<file path="src/rtl/core/osc_pkg.sv">
package osc_pkg;

  // Fixed-point layout of the overlap volumes and the weights.
  localparam int FRAC_BITS   = 16;
  localparam int WEIGHT_FRAC = 12;

  // Datapath widths.
  localparam int FIELD_W   = 32;
  localparam int WEIGHT_W  = 16;
  localparam int NUM_W     = 32;
  localparam int DEN_W     = 50;
  localparam int QUO_W     = 33;
  localparam int SHIFT_MAX = FRAC_BITS + WEIGHT_FRAC;
  localparam int N_W       = NUM_W + SHIFT_MAX;
  localparam int HI_W      = N_W - QUO_W;

  // Configuration register indexes.
  localparam logic [1:0] CFG_SCORE_MODE     = 2'd0;
  localparam logic [1:0] CFG_REF_WEIGHT     = 2'd1;
  localparam logic [1:0] CFG_ALIGNED_WEIGHT = 2'd2;

  typedef enum logic [1:0] {
    KIND_TOTAL,
    KIND_SHAPE,
    KIND_COLOR,
    KIND_COMBO
  } osc_kind_t;

  typedef enum logic [1:0] {
    FAM_TANIMOTO,
    FAM_TVERSKY,
    FAM_REFERENCE,
    FAM_ALIGNED
  } osc_fam_t;

  typedef struct packed {
    logic [FIELD_W-1:0] total_overlap;
    logic [FIELD_W-1:0] color_overlap;
    logic [FIELD_W-1:0] ref_self_overlap;
    logic [FIELD_W-1:0] aligned_self_overlap;
    logic [FIELD_W-1:0] ref_color_self_overlap;
    logic [FIELD_W-1:0] aligned_color_self_overlap;
  } osc_in_t;

  typedef struct packed {
    logic signed [31:0] score;
    logic               saturated;
  } osc_out_t;

  // One quotient's operands after sign handling.
  typedef struct packed {
    logic             neg;
    logic             zero;
    logic [NUM_W-1:0] num_mag;
    logic [DEN_W-1:0] den_mag;
  } osc_chan_t;

  // Request as it enters one divider lane.
  typedef struct packed {
    logic      vld;
    osc_kind_t kind;
    logic      long_shift;
    osc_chan_t chan;
  } osc_dreq_t;

  // One stage of the divider pipeline.
  typedef struct packed {
    logic             vld;
    osc_kind_t        kind;
    logic             neg;
    logic             zero;
    logic             ovf;
    logic [DEN_W-1:0] rem;
    logic [DEN_W-1:0] den;
    logic [QUO_W-1:0] nlow;
    logic [QUO_W-1:0] q;
  } osc_dstage_t;

  // Divider lane result.
  typedef struct packed {
    logic             vld;
    osc_kind_t        kind;
    logic             neg;
    logic             zero;
    logic             ovf;
    logic [QUO_W-1:0] q;
  } osc_quo_t;

endpackage

</file>
<file path="src/rtl/core/osc_post.sv">
module osc_post (
  input  logic               clk,
  input  logic               rst_n,
  input  logic               en,
  input  osc_pkg::osc_quo_t  quo_a,
  input  osc_pkg::osc_quo_t  quo_b,
  output logic               out_vld,
  output osc_pkg::osc_out_t  out_data
);
  import osc_pkg::*;

  typedef struct packed {
    logic               sat;
    logic signed [31:0] val;
  } osc_qv_t;

  // Apply the sign and clip one quotient to the result range.
  function automatic osc_qv_t clip_fn(osc_quo_t qi);
    osc_qv_t           res;
    logic signed [32:0] negv;
    negv = -$signed({1'b0, qi.q[31:0]});
    if (qi.zero) begin
      res.sat = 1'b0;
      res.val = '0;
    end else if (qi.neg) begin
      if (qi.ovf || qi.q[32] || (qi.q[31] && (|qi.q[30:0]))) begin
        res.sat = 1'b1;
        res.val = 32'sh8000_0000;
      end else begin
        res.sat = 1'b0;
        res.val = negv[31:0];
      end
    end else begin
      if (qi.ovf || qi.q[32] || qi.q[31]) begin
        res.sat = 1'b1;
        res.val = 32'sh7fff_ffff;
      end else begin
        res.sat = 1'b0;
        res.val = $signed(qi.q[31:0]);
      end
    end
    return res;
  endfunction

  osc_qv_t            qa, qb;
  logic signed [32:0] sum;
  osc_out_t           res_nxt;
  logic               out_vld_r;
  osc_out_t           out_r;

  assign qa  = clip_fn(quo_a);
  assign qb  = clip_fn(quo_b);
  assign sum = 33'(qa.val) + 33'(qb.val);

  // Pick the quotient of the kind, or add both for a combo score.
  always_comb begin
    unique case (quo_a.kind)
      KIND_TOTAL, KIND_SHAPE: begin
        res_nxt.score     = qa.val;
        res_nxt.saturated = qa.sat;
      end
      KIND_COLOR: begin
        res_nxt.score     = qb.val;
        res_nxt.saturated = qb.sat;
      end
      default: begin
        if (sum > 33'sh0_7fff_ffff) begin
          res_nxt.score     = 32'sh7fff_ffff;
          res_nxt.saturated = 1'b1;
        end else if (sum < -33'sh0_8000_0000) begin
          res_nxt.score     = 32'sh8000_0000;
          res_nxt.saturated = 1'b1;
        end else begin
          res_nxt.score     = sum[31:0];
          res_nxt.saturated = qa.sat | qb.sat;
        end
      end
    endcase
  end

  always_ff @(posedge clk) begin
    if (!rst_n) begin
      out_vld_r <= 1'b0;
    end else if (en) begin
      out_vld_r <= quo_a.vld;
    end
  end

  always_ff @(posedge clk) begin
    if (en) begin
      out_r <= res_nxt;
    end
  end

  assign out_vld  = out_vld_r;
  assign out_data = out_r;

  // Both divider lanes carry the same request in lockstep.
  a_lane_vld: assert property (@(posedge clk) disable iff (!rst_n)
    quo_a.vld == quo_b.vld)
    else $error("divider lanes out of step");

  a_lane_kind: assert property (@(posedge clk) disable iff (!rst_n)
    quo_a.vld |-> quo_a.kind == quo_b.kind)
    else $error("divider lanes carry different kinds");

  // A held result does not change while the pipeline is frozen.
  a_hold: assert property (@(posedge clk) disable iff (!rst_n)
    !en && out_vld_r |=> $stable(out_r) && out_vld_r)
    else $error("result changed while frozen");

endmodule

</file>
<file path="config.mk">
export PLATFORM = sky130hd
export DESIGN_NAME = osc_post
export DESIGN_NICKNAME = d
export VERILOG_FILES = /design/src/rtl/core/osc_pkg.sv /design/src/rtl/core/osc_post.sv
export SDC_FILE = /design/constraint.sdc
export NUM_CORES = 1
export LEC_CHECK = 0
export BUFFER_PORTS_ARGS = -buffer_cell sky130_fd_sc_hd__buf_2
export CORE_ASPECT_RATIO = 1.2
export CORE_MARGIN = 10
export CORE_UTILIZATION = 40
export DETAILED_ROUTE_END_ITERATION = 6
export SLEW_MARGIN = 0
export SYNTH_ARGS = -nofsm -noshare
export SYNTH_HDL_FRONTEND = slang
export SYNTH_SLANG_ARGS = --single-unit
</file>
<file path="constraint.sdc">
create_clock -name clk -period 9.5 [get_ports clk]
set_clock_uncertainty 0.05 [all_clocks]
set_input_delay 2.85 -clock clk [delete_from_list [all_inputs] [get_ports clk]]
set_output_delay 2.85 -clock clk [all_outputs]
set_load 0.05 [all_outputs]
</file>
---- Word-level counts from Yosys, hierarchy flattened ----
Cells that the tools add are included.
W data, S select, Z words.
word-level totals
  register bits ........................... 34
  output and inout port bits .............. 34
  logic and storage cells ................. 34
operators by class
  $add $sub $neg .......................... 3
  magnitude comparators ................... 2
  equal/unequal tests ..................... 2
  mux-type cells .......................... 11
  bitwise gates (word level) .............. 1
  reduce and logical (&&, ||, !) cells .... 12
operator list
  cell                    number
  $mux W33                10
  $pmux W33 S2            1
  $neg A32 Y32            2
  $reduce_or A31 Y1       2
  $add A32 B32 Y33        1
  $gt A33 B32 Y1 const B  1
  $lt A33 B32 Y1 const B  1
  $logic_or A1 B1 Y1      6
  $eq A2 B1 Y1 const B    1
  $eq A2 B2 Y1 const B    1
  $logic_and A1 B1 Y1     2
  $logic_not A2 Y1        1
  $reduce_or A2 Y1        1
  $or A1 B1 Y1            1

---- Logic depth before layout (Yosys ltp) ----
Gate-level depths: netlist of the first run.
  word-level depth ........................ 11
  mapped depth ............................ 22

---- Worst setup path before layout of the first run ----
Ideal clock, no wire load.
  path kind ............................... input -> register
  start point ............................. in quo_a[13] (netlist bit)
  end point ............................... reg out_r (netlist bit out_data[30]) (data pin)
  setup time .............................. 261 ps
  data arrival time ....................... 7355 ps
  slack ................................... 1834 ps
  stages on the path ...................... 16
  path buffers ............................ 2
  cell sequence ........................... clkdlybuf4s15_1 or2_2 nor4_4 a41oi_1 a211o_2 buf_6 a311oi_2 ha_1 o211ai_1 o211a_1 or4_1 a2111oi_0 o221ai_1 o21ai_0 xor2_1 a221o_1
RTL lines
  item                  line            text
  start, declared       osc_post.sv:5   input osc_pkg::osc_quo_t quo_a,
  end signal, assigned  osc_post.sv:91  out_r <= res_nxt;
  end, declared         osc_post.sv:49  osc_out_t out_r;

==> results.py, run 1 <==
metrics = {
    "global_route": {
        "use_met3_pct": 3.24,
        "antenna_found_initial": 0,
        "grt-busiest-layer": "met2",
        "grt_max_degree": 44,
        "grt_pass1_vias": 5936,
        "use_met1_pct": 28.5,
        "met2_usage_pct": 29.9,
        "overflow": 0,
        "grt_first_pass_wirelength_um": 31700,
        "grt_use_total_pct": 19.9,
    },
    "setup_path": {
        "reg2regPathDepth": 2,
        "crit_type": "in -> reg",
        "endpoint_kind": "flop",
        "crit_arrival_ps": 8400,
        "critPathRequiredTime_ps": 9480,
        "startpoint": "quo_a[6]",
        "crit_fanout": 24,
        "rrSetupSlack_ps": 8860,
        "r2r-start": "out_vld$_SDFFE_PN0P_",
        "worstReg2RegEnd": "out_vld$_SDFFE_PN0P_",
        "cp-start-kind": "input pin",
    },
    "flow_run": {
        "cap_viol_max_count": 0,
    },
    "clock_network": {
        "cts.clk_slew.worst_paths_ps": 50,
        "clk-insertion-delay-late_ps": 280,
        "cts_tree": "done",
        "cts.repair.resized": 0,
        "cts_root_buf": "clkbuf_16",
        "hold_buffers": 0,
        "max-clock-path-buffers": 2,
        "ctsHtreeMaxLevel": 2,
        "numCtsBuffers": 5,
        "cts.sinks": 34,
        "post_cts_buffers": 0,
    },
    "timing": {
        "slew_violations": 0,
        "fmax_mhz": 119,
        "max_slew.worst_pin.slew_ps": 831,
        "hold_ws_ps": 463,
        "grt_setup_unrepaired": "false",
        "max_slew_margin_pct": 44.1,
        "tns_ps": 0,
        "fin_crit_sh_pct": 88.7,
        "setup_viol": 0,
        "fin_crit_ps": 8420,
        "hold_viol_final": 0,
    },
    "routing": {
        "first_pass_iters": 5,
        "vias": 6682,
        "drc": 0,
        "final_antenna_net_count": 0,
        "wl_per_cell_um": 19.3,
        "viasPerCell": 6.37,
        "drt_iter0_drc": 595,
        "routed_wl_um": 20300,
    },
    "floorplanning": {
        "fp-row-count": 48,
        "fp.dieArea_mm2": 0.0197,
        "initial_core_util_pct": 40.4,
        "die_h_um": 152,
        "coreArea_mm2": 0.0143,
        "fp.dieW_um": 130,
        "io_pins": 115,
    },
    "run_status": {
        "status": "finished clean",
    },
    "layout": {
        "final_area_mm2": 0.00654,
        "layout.nets": 989,
        "n_fill_cell": 1497,
        "areaGrowthSynthToFinish_pct": 13.3,
        "insertedDiodeCount": 0,
        "drive_gt1_share_pct": 19.2,
        "final_cell_mix": "111 x nor2_1, 111 x buf_2, 75 x nand2_1, 71 x a21oi_1, 48 x o21ai_0",
    },
    "power": {
        "p_leak_nw": 2.66,
        "vdd.ir_drop.worst_v": 0.0000762,
        "power_uw": 650,
        "power.density_mw_per_mm2": 99.4,
    },
    "place": {
        "post_dp_cell_area_mm2": 0.00641,
        "io_buffers": 111,
        "dp_hpwl_um": 16100,
        "gp_congestion": 0.977,
    },
    "yosys": {
        "ys_seq_elements": 34,
        "syn_area_per_cell_um2": 7.31,
        "ys_seq_area_share_pct": 17.5,
        "ys_types": 88,
        "synthesis.nets": 906,
        "synth_area_leaders": "edfxtp_1 17%, ha_1 7.4%, nor2_1 7.2%, a21oi_1 6.2%, nand2_1 4.9%",
        "synthCells": 790,
        "synth_ff_type": "edfxtp_1",
        "syn_area_mm2": 0.00577,
        "async_flop_share_pct": 0,
        "ys_warn_count": 0,
        "synth_edf_count": 33,
        "synth_top_area_cell": "edfxtp_1",
        "synth_top_area_share_pct": 17.2,
    },
    "worst_hold_path": {
        "hp-class": "reg -> reg",
        "hold_end": "out_vld$_SDFFE_PN0P_",
        "min_from": "out_vld$_SDFFE_PN0P_",
        "worstHoldPathCells": 2,
    },
}
-- Yosys cell counts, types with 14 or more instances --
master,count
a31oi_1,39
a311oi_1,25
clkbuf_1,33
ha_1,34
o211ai_1,16
a21oi_1,71
edfxtp_1,33
nor3_1,21
a21o_1,14
nand2_1,75
inv_1,24
nor2_1,111
o21ai_0,48
-- power breakdown --
group	internal [mW]	switching [mW]	total [mW]
combinational	0.0945	0.208	0.302
clock	0.0959	0.0624	0.158
sequential	0.185	0.00493	0.190
total	0.375	0.275	0.650
-- cell type report --
class	count	area [µm²]	share of cell area (%)
clock buffers	6	129	1.97
flip-flops and latches	34	1010	15.4
multi-input cells	683	4430	67.6
well taps	175	219	3.35
inverters	24	90.1	1.38
clock inverters	2	8.76	0.134
repair buffers	125	661	10.1
-- cell families after synthesis --
kind of cell               share of synthesized area, %
AOI/OAI and AO/OA                                  38.1
muxes                                             0.737
xor gates and xnor gates                           3.64
adders and majority gates                          7.71
buffers and inverters                              5.85
and+or+nand+nor                                    26.4
DFF                                                17.5
-- metal layers --
layer | part of all wire, % | vias up
met5 | 0 | -
met4 | 2.4 | 0
met3 | 8.3 | 28
met2 | 42 | 308
met1 | 47 | 3101
li1 | - | 3245
-- flip-flops by register name, indices dropped and copies added, names as in the netlist --
| name | flops |
|---|---|
| out_vld | 1 |
| out_data | 33 |
-- worst max path at each step --
stage	slack (ps)	to	cells after the start
CTS	1100	out_data[30]$_DFFE_PP_	15
floorplan	1830	out_data[30]$_DFFE_PP_	16
global placement	780	out_data[30]$_DFFE_PP_	15
finish	1080	out_data[30]$_DFFE_PP_	15
detailed placement	800	out_data[30]$_DFFE_PP_	15
global route	650	out_data[30]$_DFFE_PP_	16
-- stage by stage --
stage               setup slack [ps]  std cells  util, %
floorplan                       1830        790        -
global placement                 781       1041     44.8
detailed placement               804       1041     44.8
CTS                             1100       1049     45.8
global route                     649       1049     45.8
finish                          1080       1049     45.8
-- worst max-delay path, stage by stage --
cell and delay (ps):
buf_2 130, or4_1 560, nor4_4 430, a41oi_1 280, a211o_2 580, a311oi_2 410, ha_1 290, o211ai_1 140
o211a_1 270, or4_1 580, a2111oi_0 750, o221ai_1 390, o21ai_0 300, xor2_1 90, a221o_1 320
(Power assumes the default switching activity.)
==> inputs of run 2 (changes only) <==
--- a/config.mk
+++ b/config.mk
@@ -8,8 +8,9 @@
 export BUFFER_PORTS_ARGS = -buffer_cell sky130_fd_sc_hd__buf_2
 export CORE_ASPECT_RATIO = 1.2
 export CORE_MARGIN = 10
-export CORE_UTILIZATION = 40
+export CORE_UTILIZATION = 55
 export DETAILED_ROUTE_END_ITERATION = 6
+export PLACE_DENSITY = 0.8
 export SLEW_MARGIN = 0
 export SYNTH_ARGS = -nofsm -noshare
 export SYNTH_HDL_FRONTEND = slang
==> run 2 against run 1 <==
Compared with the run above: design area down 0.96%; global-route usage up 5.4 points; power increased by 3.2%; sequential share of layout area rose by 0.15 points; maximum frequency shrank 0.65%; routed wire length decreased by 0.16%; clock power is 13% higher.
==> results.py, run 2 (synthesis gave the netlist of run 1 again) <==
metrics = {
    "timing": {
        "grt_setup_unrepaired": "false",
        "finalWorstSetupSlack_ps": 1020,
        "fin_crit_sh_pct": 89.3,
        "fmax_mhz": 118,
        "tns_ps": 0,
        "max_slew.worst_pin.slew_ps": 966,
        "slew_violations": 0,
        "setup_viol": 0,
        "max_slew_margin_pct": 35.6,
        "fin_crit_ps": 8480,
        "hold_viol_final": 0,
    },
    "setup_path": {
        "startpoint": "quo_b[25]",
        "cpPeakStageDelay_ps": 740,
        "crit_fanout": 30,
        "crit_type": "in -> reg",
        "endpoint_kind": "flop",
        "worstReg2RegEnd": "out_vld$_SDFFE_PN0P_",
        "slowest_stage": "a2111oi_0",
        "rrSetupSlack_ps": 8760,
        "reg2regPathDepth": 2,
        "r2r-start": "out_vld$_SDFFE_PN0P_",
        "crit_arrival_ps": 8450,
        "path_delay_family": "compound AO/OA/AOI/OAI gates",
        "worstPathCellList": "buf_2 > nor4_1 > nor2b_1 > nor4b_1 > nand3_1 > a31o_2 > a311oi_1 > ha_1 > o211ai_1 > o211a_1 > or4_1 > a2111oi_0 > o221ai_1 > o21ai_0 > xor2_1 > a221o_1",
        "critPathRequiredTime_ps": 9470,
        "cp-start-kind": "input pin",
        "worst-path-buf-inv": 1,
    },
    "clock_network": {
        "cts_root_buf": "clkbuf_16",
        "post_cts_buffers": 0,
        "max-clock-path-buffers": 2,
        "hold_buffers": 0,
        "cts.clk_slew.worst_paths_ps": 50,
        "numCtsBuffers": 5,
        "ctsHtreeMaxLevel": 2,
        "clk-insertion-delay-late_ps": 280,
        "cts_tree": "done",
        "cts.sinks": 34,
        "cts.repair.resized": 0,
    },
    "floorplanning": {
        "io_pins": 115,
        "fp.dieW_um": 114,
        "initial_core_util_pct": 56.8,
        "die_h_um": 132,
        "coreArea_mm2": 0.0102,
        "fp-row-count": 40,
        "fp.dieArea_mm2": 0.0150,
    },
    "place": {
        "io_buffers": 111,
        "dp_slack_ps": 718,
        "dp_hpwl_um": 16200,
        "gp_congestion": 0.968,
    },
    "global_route": {
        "met2_usage_pct": 40.6,
        "use_met3_pct": 3.83,
        "overflow": 0,
        "grt-busiest-layer": "met2",
        "grt_pass1_vias": 6142,
        "use_met1_pct": 33.9,
        "antenna_found_initial": 0,
        "grt_use_total_pct": 25.3,
        "grt_first_pass_wirelength_um": 32100,
        "grt_max_degree": 56,
    },
    "worst_hold_path": {
        "hp-class": "reg -> reg",
        "min_from": "out_vld$_SDFFE_PN0P_",
        "worstHoldPathCells": 2,
        "hold_end": "out_vld$_SDFFE_PN0P_",
    },
    "routing": {
        "routed_wl_um": 20300,
        "viasPerCell": 6.89,
        "final_antenna_net_count": 0,
        "drc": 0,
        "drt_iter0_drc": 932,
        "wl_per_cell_um": 20.3,
        "vias": 6863,
        "first_pass_iters": 5,
    },
    "layout": {
        "layout.nets": 985,
        "final_cell_mix": "111 x nor2_1, 111 x buf_2, 75 x nand2_1, 71 x a21oi_1, 48 x o21ai_0",
        "largest_register_ffs": 33,
        "insertedDiodeCount": 0,
        "drive_gt1_share_pct": 19.1,
        "areaGrowthSynthToFinish_pct": 12.2,
        "n_fill_cell": 929,
        "regArea_mm2": 0.00101,
        "multi_input_area_mm2": 0.00443,
    },
    "power": {
        "power.density_mw_per_mm2": 104,
        "vdd.ir_drop.worst_v": 0.0000754,
        "intPower_uw": 397,
        "p_seq_share_pct": 28.3,
        "switching_share_pct": 40.8,
        "p_sw_uw": 274,
        "combPwrFrac_pct": 45.0,
        "p_clk_share_pct": 26.7,
        "p_leak_nw": 2.65,
    },
    "run_status": {
        "status": "finished clean",
    },
    "flow_run": {
        "cap_viol_max_count": 0,
    },
}
==> run 2: changes by cell type in the layout (fill, tap and decap cells not counted) <==
cell	before	now
clkinv_1	1	0
clkbuf_8	0	3
buf_4	14	10
clkinv_2	1	0
clkbuf_1	1	0
==> run 2: cell type report <==
class                           instances  area share, %
Inverter                               24           1.39
Sequential cell                        34           15.6
Timing Repair Buffer                  121           9.73
Tap cell                              126           2.43
Clock buffer                            8           2.57
Multi-Input combinational cell        683           68.3
==> run 2: power by group through the flow <==
stage / combinational (mW) / sequential (mW) / clock, mW
floorplan: 0.153 / 0.250 / 0
global placement: 0.291 / 0.192 / 0
detailed placement: 0.296 / 0.193 / 0
CTS: 0.297 / 0.190 / 0.178
global route: 0.326 / 0.191 / 0.186
finish: 0.302 / 0.190 / 0.179
==> run 2: routing by layer <==
metal  part of all wire (%)  wire [µm]  vias up
met1                     44       8840     3222
met2                     46       9260      360
met3                    8.8       1780       29
met5                      0          0        -
met4                    1.9        380        0
li1                       -          -     3252
==> run 2: how the worst max path moves through the flow <==
stage | end | cells past startpoint
2_1_floorplan | out_data[30]$_DFFE_PP_ | 16
3_3_place_gp | out_data[30]$_DFFE_PP_ | 15
3_5_place_dp | out_data[30]$_DFFE_PP_ | 16
4_1_cts | out_data[30]$_DFFE_PP_ | 16
5_1_grt | out_data[30]$_DFFE_PP_ | 16
6_report | out_data[30]$_DFFE_PP_ | 16
==> run 2: per-stage QoR <==
stage	cell area [µm²]	hold WS, ps	power [mW]	utilization (%)	cells
detailed placement	6310	523	0.489	62.2	988
finish	6480	533	0.671	63.8	996
floorplan	5770	693	0.403	-	790
global placement	6310	444	0.483	62.2	988
CTS	6480	531	0.665	63.8	996
global route	6480	559	0.703	63.8	996
==> run 2: tightest hold or removal path: cells and delay by family, from the launching register on <==
family,cells,cell delay (ps)
mux,1,130
flops,1,320
simple gates,1,80
